`src/rtl/mi3_pkg.sv`:
```
package mi3_pkg;

    // Determinant field width, Q32.32 at the default entry format
    localparam int DET_WIDTH   = 64;
    localparam int NUM_ENTRIES = 9;

    // Queue between the front and back, and the output queue
    localparam int QUEUE_DEPTH = 4;
    localparam int OUT_DEPTH   = 2;

    // Cofactor of inverse entry k = a[p]*a[q] - a[r]*a[s], row-major indices
    localparam logic [3:0] COF_IDX [NUM_ENTRIES][4] = '{
        '{4'd4, 4'd8, 4'd5, 4'd7}, '{4'd2, 4'd7, 4'd1, 4'd8}, '{4'd1, 4'd5, 4'd2, 4'd4},
        '{4'd5, 4'd6, 4'd3, 4'd8}, '{4'd0, 4'd8, 4'd2, 4'd6}, '{4'd2, 4'd3, 4'd0, 4'd5},
        '{4'd3, 4'd7, 4'd4, 4'd6}, '{4'd1, 4'd6, 4'd0, 4'd7}, '{4'd0, 4'd4, 4'd1, 4'd3}
    };

    // Queue status seen by the stage that feeds or drains it
    typedef struct packed {
        logic full;
        logic empty;
    } mi3_fifo_stat_t;

endpackage

```
`src/rtl/mi3_fifo.sv`:
```
module mi3_fifo
    import mi3_pkg::*;
#(
    parameter int WIDTH = 8,
    parameter int DEPTH = 2
)(
    input  logic             clk,
    input  logic             rst_n,
    input  logic             push,
    input  logic [WIDTH-1:0] push_data,
    input  logic             pop,
    output logic [WIDTH-1:0] pop_data,
    output mi3_fifo_stat_t   stat
);
    localparam int AW = (DEPTH > 1) ? $clog2(DEPTH) : 1;
    localparam int NW = $clog2(DEPTH + 1);

    logic [WIDTH-1:0] mem [DEPTH];
    logic [AW-1:0]    wr_ptr_reg, wr_ptr_next;
    logic [AW-1:0]    rd_ptr_reg, rd_ptr_next;
    logic [NW-1:0]    count_reg, count_next;

    // Pointer and fill count update
    always_comb
    begin
        wr_ptr_next = wr_ptr_reg;
        rd_ptr_next = rd_ptr_reg;
        count_next  = count_reg;
        if (push)
        begin
            wr_ptr_next = (wr_ptr_reg == AW'(DEPTH - 1)) ? '0 : wr_ptr_reg + 1'b1;
        end
        if (pop)
        begin
            rd_ptr_next = (rd_ptr_reg == AW'(DEPTH - 1)) ? '0 : rd_ptr_reg + 1'b1;
        end
        if (push && !pop)
        begin
            count_next = count_reg + 1'b1;
        end
        else if (pop && !push)
        begin
            count_next = count_reg - 1'b1;
        end
    end

    always_ff @(posedge clk or negedge rst_n)
    begin
        if (!rst_n)
        begin
            wr_ptr_reg <= '0;
            rd_ptr_reg <= '0;
            count_reg  <= '0;
        end
        else
        begin
            wr_ptr_reg <= wr_ptr_next;
            rd_ptr_reg <= rd_ptr_next;
            count_reg  <= count_next;
        end
    end

    // Storage
    always_ff @(posedge clk)
    begin
        if (push)
        begin
            mem[wr_ptr_reg] <= push_data;
        end
    end

    assign pop_data   = mem[rd_ptr_reg];
    assign stat.full  = (count_reg == NW'(DEPTH));
    assign stat.empty = (count_reg == '0);

endmodule

```
`config.mk`:
```
export PLATFORM = sky130hd
export DESIGN_NAME = mi3_fifo
export DESIGN_NICKNAME = d
export VERILOG_FILES = /design/src/rtl/mi3_pkg.sv /design/src/rtl/mi3_fifo.sv
export SDC_FILE = /design/constraint.sdc
export NUM_CORES = 1
export LEC_CHECK = 0
export CAP_MARGIN = 20
export CORE_MARGIN = 2
export CORE_UTILIZATION = 55
export DETAILED_ROUTE_END_ITERATION = 16
export DONT_BUFFER_PORTS = 1
export PLACE_DENSITY = 0.7
export SETUP_SLACK_MARGIN = 0.4
export SYNTH_ARGS = -nofsm -noshare
export SYNTH_HDL_FRONTEND = slang
export SYNTH_SLANG_ARGS = --single-unit
```
`constraint.sdc`:
```
create_clock -name clk -period 2.2 [get_ports clk]
set_clock_uncertainty 0.2 [all_clocks]
set_input_delay 0.44 -clock clk [delete_from_list [all_inputs] [get_ports clk]]
set_output_delay 0.44 -clock clk [all_outputs]
set_load 0.01 [all_outputs]
```
==> run summary <==
outcome - complete, no violations
cells after synthesis - 41
Reg-to-Reg End - mem[0][2]$_DFFE_PP_
Clock Latency Late Sink - 0.28 ns
PD cells - 1240 nW/µm²
largest net degree at the start of global routing - 12
Min Hold Slack - 0.0341 ns
vias - 354
cell depth of the worst setup path - 2
core area - 1300 µm²
Tightest Pin Transition - 0.374 ns
Critical Path Sink Type - output pin
Worst setup endpoint - pop_data[6]
worst r2r src - wr_ptr_reg$_DFFE_PN0P_
Slew Limit Fails - 0
Ports - 22
Cell Area, Synth - 771 µm²
R2R depth - 2
layout cell share with drive strength beyond 1 - 34.7%
TritonCTS clock tree - done
number of global-route vias before repair - 365
Peak Freq - 0.556 GHz
crit path cell chain - buf_4 -> mux2_2
starting density of the core - 59.2%
Post-DRT Antenna Nets - 0
RSZ-0062 raised after global routing - true
DIE WIDTH - 41.4 µm
initial antenna violation count - 0
Num CTS Buffers - 3
commonest non-fill, non-tap cell in the layout - edfxtp_1
chip height - 41.4 µm
crit path launch - rd_ptr_reg$_DFFE_PN0P_
CTS root buffer - clkbuf_4
Die ar. - 1720 µm²
VDD IR max - 0.000800 V
# H-tree levels - 1
Post-route DRC - 0
max reg flops - 16
Leak - 0.318 nW
Ys Warns - 0
Power, Total - 1.05 mW
Critical Path RT - 1.56 ns
maxcap violations - 0
synth unique cells - 12
CP max FO - 5
relative max-transition margin - 75.0%
TritonRoute pass-1 iters - 2
drt wl/cell - 16.8 µm
nets - 63
Post-Route WL - 1070 µm
Fin Setup TNS - 0 ns
min Tclk post-route - 1.80 ns
syn avg cell area - 18.8 µm²
vias per cell - 5.53
global route total overflow - 0
# diodes - 0
post-synthesis sequential area ratio - 75.3%
drt initial violations - 1
worst min path class - input pin to flop
Routability Congestion - 0.651
first-pass GRT wire length - 1570 µm
crit path kind - flop to output pin
final count of hold timing violations - 0
syn_nets - 54
clk sinks - 20
Clock transition at path regs - 0.10 ns
IO buf count - 0
Largest stage delay, worst path - 0.37 ns
flop2flop setup slack - 0.75 ns
final core utilization - 65.3%
Arrival @ worst endpoint - 1.16 ns
final period utilization - 81.8%
number of cell rows - 13
Critical Path Start Type - flop
Top delay family on crit path - flip-flops
most frequent cells in the layout - edfxtp_1 (16), mux2_2 (7), xor2_1 (4), buf_4 (4)
P&R area growth vs syn - 10.2%
min-delay src - pop
CTS Buffer Depth - 2
Setup violations, final - 0
Critical path buffers and inverters - 1
global-route usage over all layers - 12.3%
number of synthesized register bits - 20
dpl hpwl - 809 µm
Critical Path Slowest Stage Cell - dfrtp_2
-- report_power, final --
group | internal, mW | switching (mW) | leakage, nW
Sequential | 0.516 | 0.0478 | 0.196
Combinational | 0.157 | 0.168 | 0.107
Clock | 0.0656 | 0.0948 | 0.0154
-- per-stage QoR --
step	worst slack [ns]	cell area, µm²	std cells
floorplan	0.759	771	41
global placement	0.605	786	56
detailed placement	0.591	786	56
CTS	0.397	831	62
global route	0.357	850	64
finish	0.401	850	64
-- worst reg2reg max path, cell delays in order, from the launching register on --
cell     delay (ns)
dfrtp_1        0.42
nor2b_1        0.33
buf_4          0.22
-- final cells by class --
cell class	count	area (µm²)
fillers	93	452
repair buffers	5	40.0
multi-input cells	19	179
flip-flops and latches	20	582
well taps	15	18.8
clock buffers	3	22.5
clock inverters	1	3.75
inverters	1	3.75
-- synthesized netlist by cell type (all sizes together) --
master / n / area, µm²
and2: 1 / 6.26
and2b: 1 / 8.76
buf: 1 / 11.3
dfrtp: 4 / 100
edfxtp: 16 / 480
ha: 1 / 12.5
inv: 1 / 3.75
mux2: 8 / 90.1
nor2: 2 / 7.51
nor2b: 1 / 6.26
xnor2: 1 / 8.76
xor2: 4 / 35.0
-- timing repair --
item / in CTS / in global routing
hold endpoints to repair: 4 / 0
endpoints found under the setup margin: 8 / 8
buffers inserted: 1 / 2
hold buffers: 1 / 0
gates resized for setup: 1 / 3
cloned: 0 / 0
-- layer usage --
| layer | global-route usage (%) | part of all wire, % | up-vias |
|---|---|---|---|
| li1 | - | - | 164 |
| met3 | 4.78 | 6.7 | 0 |
| met4 | 1.94 | 0 | 0 |
| met1 | 11.2 | 34 | 178 |
| met5 | 0 | 0 | - |
| met2 | 25.0 | 59 | 12 |
-- cell families (layout without fill, tap and decap cells) --
family / Yosys count / count (layout) / synth area share [%]
muxes: 8 / 8 / 11.7
adders and majority gates: 1 / 1 / 1.62
xor gates and xnor gates: 5 / 5 / 5.68
DFF: 20 / 20 / 75.3
and+or+nand+nor: 5 / 5 / 3.74
buffers and inverters: 2 / 10 / 1.95
-- how the worst min path moves through the flow --
stage	to	slack (ns)	depth (start not counted)
floorplan	count_reg[0]$_DFFE_PN0P_	-0.06	0
global placement	count_reg[1]$_DFFE_PN0P_	-0.06	0
detailed placement	count_reg[0]$_DFFE_PN0P_	-0.06	0
CTS	rd_ptr_reg$_DFFE_PN0P_	0.04	1
global route	rd_ptr_reg$_DFFE_PN0P_	0.02	1
finish	rd_ptr_reg$_DFFE_PN0P_	0.03	1
(Power assumes the default switching activity.)
